**src/rtl/swlru_pkg.sv**
```systemverilog
// ----------------------------------------------------------------------------
// Size-weighted LRU store package
// Shared constants, opcodes, status codes and controller/datapath structs.
// ----------------------------------------------------------------------------
package swlru_pkg;

	localparam int ENTRIES    = 16;
	localparam int IDX_W      = $clog2(ENTRIES);
	localparam int CNT_W      = $clog2(ENTRIES + 1);
	localparam int SIZE_LIMIT = 1024 * 1024;
	localparam int SIZE_W     = 21;
	localparam int TOTAL_W    = 22;
	localparam int KEY_W      = 32;
	localparam int HANDLE_W   = 32;

	typedef enum logic [1:0] {
		OP_GET   = 2'd0,
		OP_PUT   = 2'd1,
		OP_CLEAR = 2'd2,
		OP_NONE  = 2'd3
	} opcode_t;

	typedef enum logic [1:0] {
		ST_DONE    = 2'd0,
		ST_MISS    = 2'd1,
		ST_REJECT  = 2'd2,
		ST_CLEARED = 2'd3
	} status_t;

	// Commands from the controller to the datapath.
	typedef struct packed {
		logic load;      // capture the input item
		logic touch;     // make the matched slot most recent (get hit)
		logic update;    // overwrite the matched slot (put hit)
		logic insert;    // insert into the lowest free slot (put miss)
		logic evict;     // evict the least-recent valid entry
		logic clear;     // invalidate all entries
	} swlru_cmd_t;

	// Status from the datapath to the controller.
	typedef struct packed {
		logic    hit;        // captured key matches a valid entry
		logic    full;       // every slot is valid
		logic    over;       // byte total exceeds the capacity
		logic    empty;      // no valid entry
		logic    bad_size;   // captured put size is out of range
		opcode_t op;         // captured opcode
	} swlru_sts_t;

endpackage

```
**src/rtl/size_weighted_lru_store.sv**
```systemverilog
// ----------------------------------------------------------------------------
// Size-weighted LRU store
// Least-recently-used table of 16 entries limited by a total byte budget.
// ----------------------------------------------------------------------------
//
//   channel  | valid      | stall      | payload
//   ---------+------------+------------+--------------------------------------
//   input    | in_valid   | in_stall   | opcode, key_tag, value_handle, value_bytes
//   output   | out_valid  | out_stall  | status, read_handle, used_bytes, live_entries
//   config   | cfg_we     | -          | cfg_data (capacity_bytes)
//
// A get, a clear, an unused opcode or a rejected put goes from the execute
// state to the done state; a put to a present key passes through the trim
// state and a put of a new key through make-room, insert and trim. The trim
// loop evicts one least-recent entry per cycle through the shared table until
// the total fits the budget. In the done state the result is loaded once the
// output register is free, and the next item can be taken in the cycle after.
// One item is in work at a time; in_stall is high until the result has moved
// into the output register. The output register holds while out_stall is high.
// Reset clears all entries, the byte total and sets capacity to 1048576.
module size_weighted_lru_store (
	input  logic                                 clk,
	input  logic                                 arst_n,
	input  logic                                 cfg_we,
	input  logic [swlru_pkg::SIZE_W-1:0]         cfg_data,
	input  logic                                 in_valid,
	output logic                                 in_stall,
	input  logic [1:0]                           opcode,
	input  logic [swlru_pkg::KEY_W-1:0]          key_tag,
	input  logic [swlru_pkg::HANDLE_W-1:0]       value_handle,
	input  logic [swlru_pkg::SIZE_W-1:0]         value_bytes,
	output logic                                 out_valid,
	input  logic                                 out_stall,
	output logic [1:0]                           status,
	output logic [swlru_pkg::HANDLE_W-1:0]       read_handle,
	output logic [swlru_pkg::TOTAL_W-1:0]        used_bytes,
	output logic [swlru_pkg::CNT_W-1:0]          live_entries
);

	swlru_pkg::swlru_cmd_t              cmd;
	swlru_pkg::swlru_sts_t              sts;
	logic                               res_load;
	swlru_pkg::status_t                 res_status;
	logic                               res_hit;
	logic [swlru_pkg::HANDLE_W-1:0]     hit_handle;
	logic [swlru_pkg::TOTAL_W-1:0]      total_bytes;
	logic [swlru_pkg::CNT_W-1:0]        live_count;

	swlru_ctrl u_ctrl (
		.clk        (clk),
		.arst_n     (arst_n),
		.in_valid   (in_valid),
		.in_stall   (in_stall),
		.out_valid  (out_valid),
		.out_stall  (out_stall),
		.cmd        (cmd),
		.sts        (sts),
		.res_load   (res_load),
		.res_status (res_status),
		.res_hit    (res_hit)
	);

	swlru_datapath u_dp (
		.clk         (clk),
		.arst_n      (arst_n),
		.cmd         (cmd),
		.sts         (sts),
		.cfg_we      (cfg_we),
		.cfg_data    (cfg_data),
		.in_opcode   (opcode),
		.in_key      (key_tag),
		.in_handle   (value_handle),
		.in_bytes    (value_bytes),
		.hit_handle  (hit_handle),
		.total_bytes (total_bytes),
		.live_count  (live_count)
	);

	// Output register: the payload is captured when the result is finished
	// and the register is free, then holds until the item is taken.
	always_ff @(posedge clk) begin
		if (res_load) begin
			status       <= res_status;
			read_handle  <= res_hit ? hit_handle : '0;
			used_bytes   <= total_bytes;
			live_entries <= live_count;
		end
	end

endmodule

```
**src/rtl/swlru_datapath.sv**
```systemverilog
// ----------------------------------------------------------------------------
// Size-weighted LRU datapath
// Entry table, recency ranks, byte total and capacity register.
// ----------------------------------------------------------------------------
module swlru_datapath (
	input  logic                             clk,
	input  logic                             arst_n,
	input  swlru_pkg::swlru_cmd_t            cmd,
	output swlru_pkg::swlru_sts_t            sts,
	input  logic                             cfg_we,
	input  logic [swlru_pkg::SIZE_W-1:0]     cfg_data,
	input  logic [1:0]                       in_opcode,
	input  logic [swlru_pkg::KEY_W-1:0]      in_key,
	input  logic [swlru_pkg::HANDLE_W-1:0]   in_handle,
	input  logic [swlru_pkg::SIZE_W-1:0]     in_bytes,
	output logic [swlru_pkg::HANDLE_W-1:0]   hit_handle,
	output logic [swlru_pkg::TOTAL_W-1:0]    total_bytes,
	output logic [swlru_pkg::CNT_W-1:0]      live_count
);

	logic [swlru_pkg::ENTRIES-1:0]    valid_q;
	logic [swlru_pkg::KEY_W-1:0]      key_q    [swlru_pkg::ENTRIES];
	logic [swlru_pkg::HANDLE_W-1:0]   handle_q [swlru_pkg::ENTRIES];
	logic [swlru_pkg::SIZE_W-1:0]     size_q   [swlru_pkg::ENTRIES];
	logic [swlru_pkg::IDX_W-1:0]      rank_q   [swlru_pkg::ENTRIES];
	logic [swlru_pkg::TOTAL_W-1:0]    total_q;
	logic [swlru_pkg::SIZE_W-1:0]     cap_q;

	logic [1:0]                       op_q;
	logic [swlru_pkg::KEY_W-1:0]      key_in_q;
	logic [swlru_pkg::HANDLE_W-1:0]   handle_in_q;
	logic [swlru_pkg::SIZE_W-1:0]     bytes_in_q;

	logic [swlru_pkg::ENTRIES-1:0]    match;
	logic [swlru_pkg::IDX_W-1:0]      hit_idx;
	logic [swlru_pkg::IDX_W-1:0]      free_idx;
	logic [swlru_pkg::IDX_W-1:0]      old_idx;
	logic [swlru_pkg::CNT_W-1:0]      cnt;

	always_comb begin
		hit_idx  = '0;
		free_idx = '0;
		old_idx  = '0;
		cnt      = '0;
		for (int i = swlru_pkg::ENTRIES - 1; i >= 0; i--) begin
			match[i] = valid_q[i] && (key_q[i] == key_in_q);
			if (match[i]) hit_idx = swlru_pkg::IDX_W'(i);
			if (!valid_q[i]) free_idx = swlru_pkg::IDX_W'(i);
			cnt = cnt + swlru_pkg::CNT_W'(valid_q[i]);
		end
		for (int i = 0; i < swlru_pkg::ENTRIES; i++) begin
			// valid ranks are 0..live-1; the oldest holds live-1
			if (valid_q[i] && (swlru_pkg::CNT_W'(rank_q[i]) == cnt - 1'b1))
				old_idx = swlru_pkg::IDX_W'(i);
		end
	end

	assign live_count  = cnt;
	assign total_bytes = total_q;
	assign hit_handle  = handle_q[hit_idx];

	assign sts.hit      = |match;
	assign sts.full     = &valid_q;
	assign sts.over     = total_q > swlru_pkg::TOTAL_W'(cap_q);
	assign sts.empty    = ~|valid_q;
	assign sts.bad_size = (bytes_in_q == '0) ||
		(bytes_in_q > swlru_pkg::SIZE_W'(swlru_pkg::SIZE_LIMIT));
	assign sts.op       = swlru_pkg::opcode_t'(op_q);

	always_ff @(posedge clk or negedge arst_n) begin
		if (!arst_n) begin
			cap_q <= swlru_pkg::SIZE_W'(swlru_pkg::SIZE_LIMIT);
		end else if (cfg_we) begin
			cap_q <= (cfg_data > swlru_pkg::SIZE_W'(swlru_pkg::SIZE_LIMIT)) ?
				swlru_pkg::SIZE_W'(swlru_pkg::SIZE_LIMIT) : cfg_data;
		end
	end

	always_ff @(posedge clk) begin
		if (cmd.load) begin
			op_q        <= in_opcode;
			key_in_q    <= in_key;
			handle_in_q <= in_handle;
			bytes_in_q  <= in_bytes;
		end
		if (cmd.update) begin
			handle_q[hit_idx] <= handle_in_q;
			size_q[hit_idx]   <= bytes_in_q;
		end
		if (cmd.insert) begin
			key_q[free_idx]    <= key_in_q;
			handle_q[free_idx] <= handle_in_q;
			size_q[free_idx]   <= bytes_in_q;
		end
	end

	always_ff @(posedge clk or negedge arst_n) begin
		if (!arst_n) begin
			valid_q <= '0;
			total_q <= '0;
			for (int i = 0; i < swlru_pkg::ENTRIES; i++) rank_q[i] <= '0;
		end else begin
			if (cmd.clear) begin
				valid_q <= '0;
				total_q <= '0;
				for (int i = 0; i < swlru_pkg::ENTRIES; i++) rank_q[i] <= '0;
			end else if (cmd.touch || cmd.update) begin
				for (int i = 0; i < swlru_pkg::ENTRIES; i++)
					if (valid_q[i] && !match[i] && rank_q[i] < rank_q[hit_idx])
						rank_q[i] <= rank_q[i] + 1'b1;
				rank_q[hit_idx] <= '0;
				if (cmd.update)
					total_q <= total_q - swlru_pkg::TOTAL_W'(size_q[hit_idx])
						+ swlru_pkg::TOTAL_W'(bytes_in_q);
			end else if (cmd.insert) begin
				for (int i = 0; i < swlru_pkg::ENTRIES; i++)
					if (valid_q[i]) rank_q[i] <= rank_q[i] + 1'b1;
				rank_q[free_idx]  <= '0;
				valid_q[free_idx] <= 1'b1;
				total_q <= total_q + swlru_pkg::TOTAL_W'(bytes_in_q);
			end else if (cmd.evict) begin
				valid_q[old_idx] <= 1'b0;
				total_q <= total_q - swlru_pkg::TOTAL_W'(size_q[old_idx]);
			end
		end
	end

	assert property (@(posedge clk) disable iff (!arst_n)
		$onehot0(match)) else $error("key held by two slots");
	assert property (@(posedge clk) disable iff (!arst_n)
		sts.empty |-> total_q == '0) else $error("bytes held by empty store");
	assert property (@(posedge clk) disable iff (!arst_n)
		cmd.insert |-> !sts.full) else $error("insert into full table");

endmodule

```
**src/rtl/swlru_ctrl.sv**
```systemverilog
// ----------------------------------------------------------------------------
// Size-weighted LRU controller
// Sequences lookup, update or insert, eviction and the result handshake.
// ----------------------------------------------------------------------------
module swlru_ctrl (
	input  logic                    clk,
	input  logic                    arst_n,
	input  logic                    in_valid,
	output logic                    in_stall,
	output logic                    out_valid,
	input  logic                    out_stall,
	output swlru_pkg::swlru_cmd_t   cmd,
	input  swlru_pkg::swlru_sts_t   sts,
	output logic                    res_load,
	output swlru_pkg::status_t      res_status,
	output logic                    res_hit
);

	typedef enum logic [2:0] {
		S_IDLE,
		S_EXEC,
		S_MAKE_ROOM,
		S_INSERT,
		S_TRIM,
		S_DONE
	} state_t;

	state_t state_q;
	logic   out_free;

	assign out_free = !out_valid || !out_stall;
	assign in_stall = (state_q != S_IDLE);

	always_comb begin
		cmd        = '0;
		res_load   = 1'b0;
		res_status = swlru_pkg::ST_DONE;
		res_hit    = 1'b0;
		cmd.load   = (state_q == S_IDLE) && in_valid;
		unique case (state_q)
			S_EXEC: begin
				unique case (sts.op)
					swlru_pkg::OP_GET:   cmd.touch  = sts.hit;
					swlru_pkg::OP_PUT:   cmd.update = !sts.bad_size && sts.hit;
					swlru_pkg::OP_CLEAR: cmd.clear  = 1'b1;
					default: ;
				endcase
			end
			S_MAKE_ROOM: cmd.evict  = sts.full;
			S_INSERT:    cmd.insert = 1'b1;
			S_TRIM:      cmd.evict  = sts.over && !sts.empty;
			S_DONE: begin
				res_load = out_free;
				unique case (sts.op)
					swlru_pkg::OP_GET: begin
						res_status = sts.hit ? swlru_pkg::ST_DONE : swlru_pkg::ST_MISS;
						res_hit    = sts.hit;
					end
					swlru_pkg::OP_PUT:
						res_status = sts.bad_size ? swlru_pkg::ST_REJECT : swlru_pkg::ST_DONE;
					swlru_pkg::OP_CLEAR: res_status = swlru_pkg::ST_CLEARED;
					default: res_status = swlru_pkg::ST_DONE;
				endcase
			end
			default: ;
		endcase
	end

	always_ff @(posedge clk or negedge arst_n) begin
		if (!arst_n) begin
			state_q   <= S_IDLE;
			out_valid <= 1'b0;
		end else begin
			out_valid <= res_load || (out_valid && out_stall);
			unique case (state_q)
				S_IDLE: if (in_valid) state_q <= S_EXEC;
				S_EXEC: begin
					if (sts.op == swlru_pkg::OP_PUT && !sts.bad_size)
						state_q <= sts.hit ? S_TRIM : S_MAKE_ROOM;
					else
						state_q <= S_DONE;
				end
				S_MAKE_ROOM: state_q <= S_INSERT;
				S_INSERT:    state_q <= S_TRIM;
				S_TRIM:      if (!(sts.over && !sts.empty)) state_q <= S_DONE;
				S_DONE:      if (out_free) state_q <= S_IDLE;
				default:     state_q <= S_IDLE;
			endcase
		end
	end

	assert property (@(posedge clk) disable iff (!arst_n)
		(state_q == S_DONE && !out_free) |=> state_q == S_DONE)
		else $error("result dropped while output full");
	assert property (@(posedge clk) disable iff (!arst_n)
		$onehot0({cmd.touch, cmd.update, cmd.insert, cmd.evict, cmd.clear}))
		else $error("conflicting datapath commands");
	assert property (@(posedge clk) disable iff (!arst_n)
		(state_q == S_INSERT) |-> $past(state_q) == S_MAKE_ROOM)
		else $error("insert without room check");

endmodule

```
**config.mk**
```make
export PLATFORM = sky130hd
export DESIGN_NAME = size_weighted_lru_store
export DESIGN_NICKNAME = d
export VERILOG_FILES = /design/src/rtl/swlru_pkg.sv /design/src/rtl/size_weighted_lru_store.sv /design/src/rtl/swlru_datapath.sv /design/src/rtl/swlru_ctrl.sv
export SDC_FILE = /design/constraint.sdc
export NUM_CORES = 2
export LEC_CHECK = 0
export BUFFER_PORTS_ARGS = -buffer_cell sky130_fd_sc_hd__buf_2
export CORE_MARGIN = 5
export CORE_UTILIZATION = 60
export CTS_BUF_LIST = sky130_fd_sc_hd__clkbuf_4 sky130_fd_sc_hd__clkbuf_8 sky130_fd_sc_hd__clkbuf_16
export DETAILED_ROUTE_END_ITERATION = 16
export PLACE_DENSITY = 0.82
export SYNTH_ARGS = -nofsm -noshare
export SYNTH_HDL_FRONTEND = slang
export SYNTH_SLANG_ARGS = --single-unit
```
**constraint.sdc**
```tcl
create_clock -name clk -period 28.1 [get_ports clk]
set_clock_uncertainty 0.15 [all_clocks]
set_input_delay 5.62 -clock clk [delete_from_list [all_inputs] [get_ports clk]]
set_output_delay 5.62 -clock clk [all_outputs]
set_load 0.005 [all_outputs]
```
==> run_results.csv <==
group,metric,value,unit
outcome,outcome,"complete, no violations",
die,core.rowCount,131,
setup_path,worst-endpoint-required,28.68,ns
yosys,synth_edf_count,1508,
setup_path,critical_path.slowest_cell,"sky130_fd_sc_hd__fa_1",
layout,drive_above_1_share,0.126,
sta,period_minus_slack,13.51,ns
yosys,syn-num-nets,6162,
yosys,synth-seq-area-share,0.634,
cts,tritoncts,"yes",
layout,areaGrowthSynthToFinish,11.1,%
grt,antenna_violations_before_repair,6,
min_path,worst_hold_path_type,"register to register",
grt,grt_pass1_vias,52200,
cts,cts-hold-fix-buffers,0,
die,die-area,135000,um^2
sta,fin_ws,14.59,ns
grt,grt-ovfl-total,0,
yosys,synth_xor_xnor_area_share,0.0736,
setup_path,crit_fanout,50,
cts,library_cell_used_as_clock_root_buffer,"sky130_fd_sc_hd__clkbuf_16",
setup_path,worst_path_largest_cell_delay,1.22,ns
drt,top_signal_layer_used,"met5",
yosys,synth_simple_gate_area_share,0.107,
yosys,post_synth_main_area_contributors,"sky130_fd_sc_hd__edfxtp_1 (59%), sky130_fd_sc_hd__xnor2_1 (5.6%), sky130_fd_sc_hd__dfrtp_1 (4.1%), sky130_fd_sc_hd__nand2_1 (3.8%), sky130_fd_sc_hd__ha_1 (2.4%)",
drt,route.met3.wl,28.8,mm
yosys,syn_std_cell_area,76400,um^2
setup_path,cp_common_cell,"sky130_fd_sc_hd__fa_1",
sta,final_cycle_utilization_of_the_critical_path,0.481,
yosys,synth_top_flop_cell,"sky130_fd_sc_hd__edfxtp_1",
sta,final_max_slew_viol_count,0,
place,io_buffers,175,
drt,drt_pre_antenna_iters,7,
sta,timing_worst_slew_pin_value,1.30,ns
cts,post_cts_resized,0,
die,die_height,367,um
cts,worst_skew_pair.late_latency,0.85,ns
grt,global_route_wire_length_before_repair,331,mm
sta,report.final.setup_viol,0,
yosys,synth_top_cell_area_share,0.592,
die,initial_utilization,0.602,
cts,clk_pin_slew,0.06,ns
layout,leading_cell_type_in_the_layout_fill_and_taps_excluded,"sky130_fd_sc_hd__edfxtp_1",
sta,slew-limit-headroom,0.127,
drt,post_drt_wl_per_cell,28.7,um
drt,met1_length,83.3,mm
sta,timing_hold_violations_final,0,
flow_run,maxCapViolations,0,
place,routabilityCongestion,1.02,
cts,tritoncts.num_buffers,163,
setup_path,arrival_time_worst_endpoint,14.10,ns
drt,num_vias,53200,
sta,setup_repair_after_global_routing_missed_its_margin,"no",
yosys,synth_mux_area_frac,0.0456,
layout,layout_common_cells,"sky130_fd_sc_hd__edfxtp_1 (1508), sky130_fd_sc_hd__nand2_1 (782), sky130_fd_sc_hd__xnor2_1 (485), sky130_fd_sc_hd__nand3_1 (258), sky130_fd_sc_hd__o21ai_0 (232)",
setup_path,crit_type,"register to register",
yosys,yosys.area_share.adder,0.0321,
drt,drc,0,
cts,clock_sink_count,1635,
cts,h_tree_depth,4,
setup_path,crit_path_start_kind,"register",
drt,initialDrtViolationCount,8239,
die,top_level_ports,176,
sta,fin_tns_setup,0,ns
place,dp_slack,14.81,ns
setup_path,critical_path.endpoint_type,"register",
die,core,127000,um^2
pwr,ir_worst_vdd,0.0759,mV
drt,detail_route.wirelength,225,mm
grt,grt_start_max_net_pins,82,
yosys,synth.largest_area_cell,"sky130_fd_sc_hd__edfxtp_1",
die,die_width,367,um
cts,buffer_depth_of_the_longest_clock_path,3,
drt,wl_met2,101,mm
yosys,synth_compound_gate_area_share,0.0811,
yosys,synth-async-reset-ratio,0.0777,
pwr,powerDensity,80.7,nW/um^2
yosys,synth_warnings,0,
yosys,synth_top_family_by_area,"simple AND/OR/NAND/NOR gates",
yosys,synth.ff_latch_count,1635,
cts,cts.repair_timing.setup_buffer_count,0,
place,detailed_place_hpwl,132,mm
yosys,synth.lib_cells_used.distinct,104,
pwr,power.static_leakage,29.6,nW
drt,drt-vias-per-instance,6.78,
grt,grt_util_all_layers,0.328,
sta,maxClockFrequency,0.0740,GHz
yosys,syn_area_per_cell,13.0,um^2
layout,layout.nets,6329,
drt,drt.antenna.violating_nets,0,
yosys,synth_cells,5872,
[path summary, 6_finish.rpt]
path	startpoint	to	slack, ns	cells after the start
worst max-delay path	u_dp.valid_q[14]	u_dp.total_bytes[21]	14.59	43
worst min-delay path	u_dp.cap_q[20]	u_dp.cap_q[20]	0.39	2
worst max register to register	u_dp.valid_q[14]	u_dp.total_bytes[21]	14.59	43
worst min register to register	u_dp.cap_q[20]	u_dp.cap_q[20]	0.39	2
max in group asynchronous	arst_n	u_dp.rank_q[63]	21.68	2
min in group asynchronous	arst_n	u_dp.total_bytes[16]	4.59	1
[final cells by class]
cell class | count | area, um^2
sequential | 1635 | 48500
fill | 8422 | 42100
multi-input combinational | 3734 | 26200
clock buffer | 210 | 4510
tap | 1662 | 2080
timing repair buffer | 322 | 1990
clock inverter | 91 | 950
inverter | 183 | 687
antenna | 5 | 12.5
[worst max-delay path, delay by kind of cell (launching register included)]
kind,cells,cell delay (ns)
AOI/OAI and AO/OA,16,3.32
xor gates and xnor gates,3,1.01
adders and majority gates,8,4.39
buffers and inverters,6,1.64
DFF,1,0.47
muxes,1,0.31
and+or+nand+nor,9,2.14
[power by group]
part | total, W | switching, W | internal [W]
Sequential | 0.00292 | 0.000117 | 0.00281
Clock | 0.00221 | 0.000941 | 0.00126
Combinational | 0.00172 | 0.00108 | 0.000642
Total | 0.00685 | 0.00214 | 0.00471
[state kept, by name, indices dropped and copies added (netlist names), 32 cells and up]
name and cells:
u_dp.handle_in_q 32, u_dp.key_q 512, u_dp.size_q 336, read_handle 32, u_dp.rank_q 64, u_dp.handle_q 512
u_dp.key_in_q 32
[through the flow]
stage | std cells | power, W | util | hold WS, ns | instance area [um^2]
after CTS | 7837 | 0.00683 | 0.669 | 0.395 | 84900
final | 7842 | 0.00685 | 0.669 | 0.388 | 84900
after global routing | 7837 | 0.00713 | 0.669 | 0.407 | 84900
after floorplan | 5872 | 0.00412 | - | 0.303 | 76400
after global placement | 7536 | 0.00460 | 0.626 | 0.350 | 79500
after detailed placement | 7536 | 0.00464 | 0.626 | 0.389 | 79500
[synthesized netlist by cell type, types with 72 or more instances]
| library cell | n |
|---|---|
| sky130_fd_sc_hd__a21oi_1 | 200 |
| sky130_fd_sc_hd__clkbuf_1 | 234 |
| sky130_fd_sc_hd__dfrtp_1 | 126 |
| sky130_fd_sc_hd__edfxtp_1 | 1508 |
| sky130_fd_sc_hd__ha_1 | 145 |
| sky130_fd_sc_hd__inv_1 | 181 |
| sky130_fd_sc_hd__mux2i_1 | 152 |
| sky130_fd_sc_hd__mux4_2 | 80 |
| sky130_fd_sc_hd__nand2_1 | 782 |
| sky130_fd_sc_hd__nand3_1 | 258 |
| sky130_fd_sc_hd__nand4_1 | 138 |
| sky130_fd_sc_hd__nor2_1 | 204 |
| sky130_fd_sc_hd__o211ai_1 | 72 |
| sky130_fd_sc_hd__o21ai_0 | 232 |
| sky130_fd_sc_hd__xnor2_1 | 485 |
| sky130_fd_sc_hd__xor2_1 | 135 |
[cells by family (layout without fill, tap and decap cells)]
family | after synthesis | in the layout
simple gates | 1738 | 1738
flops | 1635 | 1635
compound gates | 945 | 945
buf+inv | 503 | 806
xor+xnor | 629 | 629
mux | 245 | 245
other cells | 0 | 5
fa+ha+maj | 177 | 177
[routing by layer]
metal | vias to the layer above | track usage
li1 | 22300 | -
met1 | 26100 | 0.448
met2 | 3972 | 0.503
met3 | 792 | 0.0839
met4 | 6 | 0.148
met5 | - | 0
Note: power is estimated with default switching activity, not from simulation.
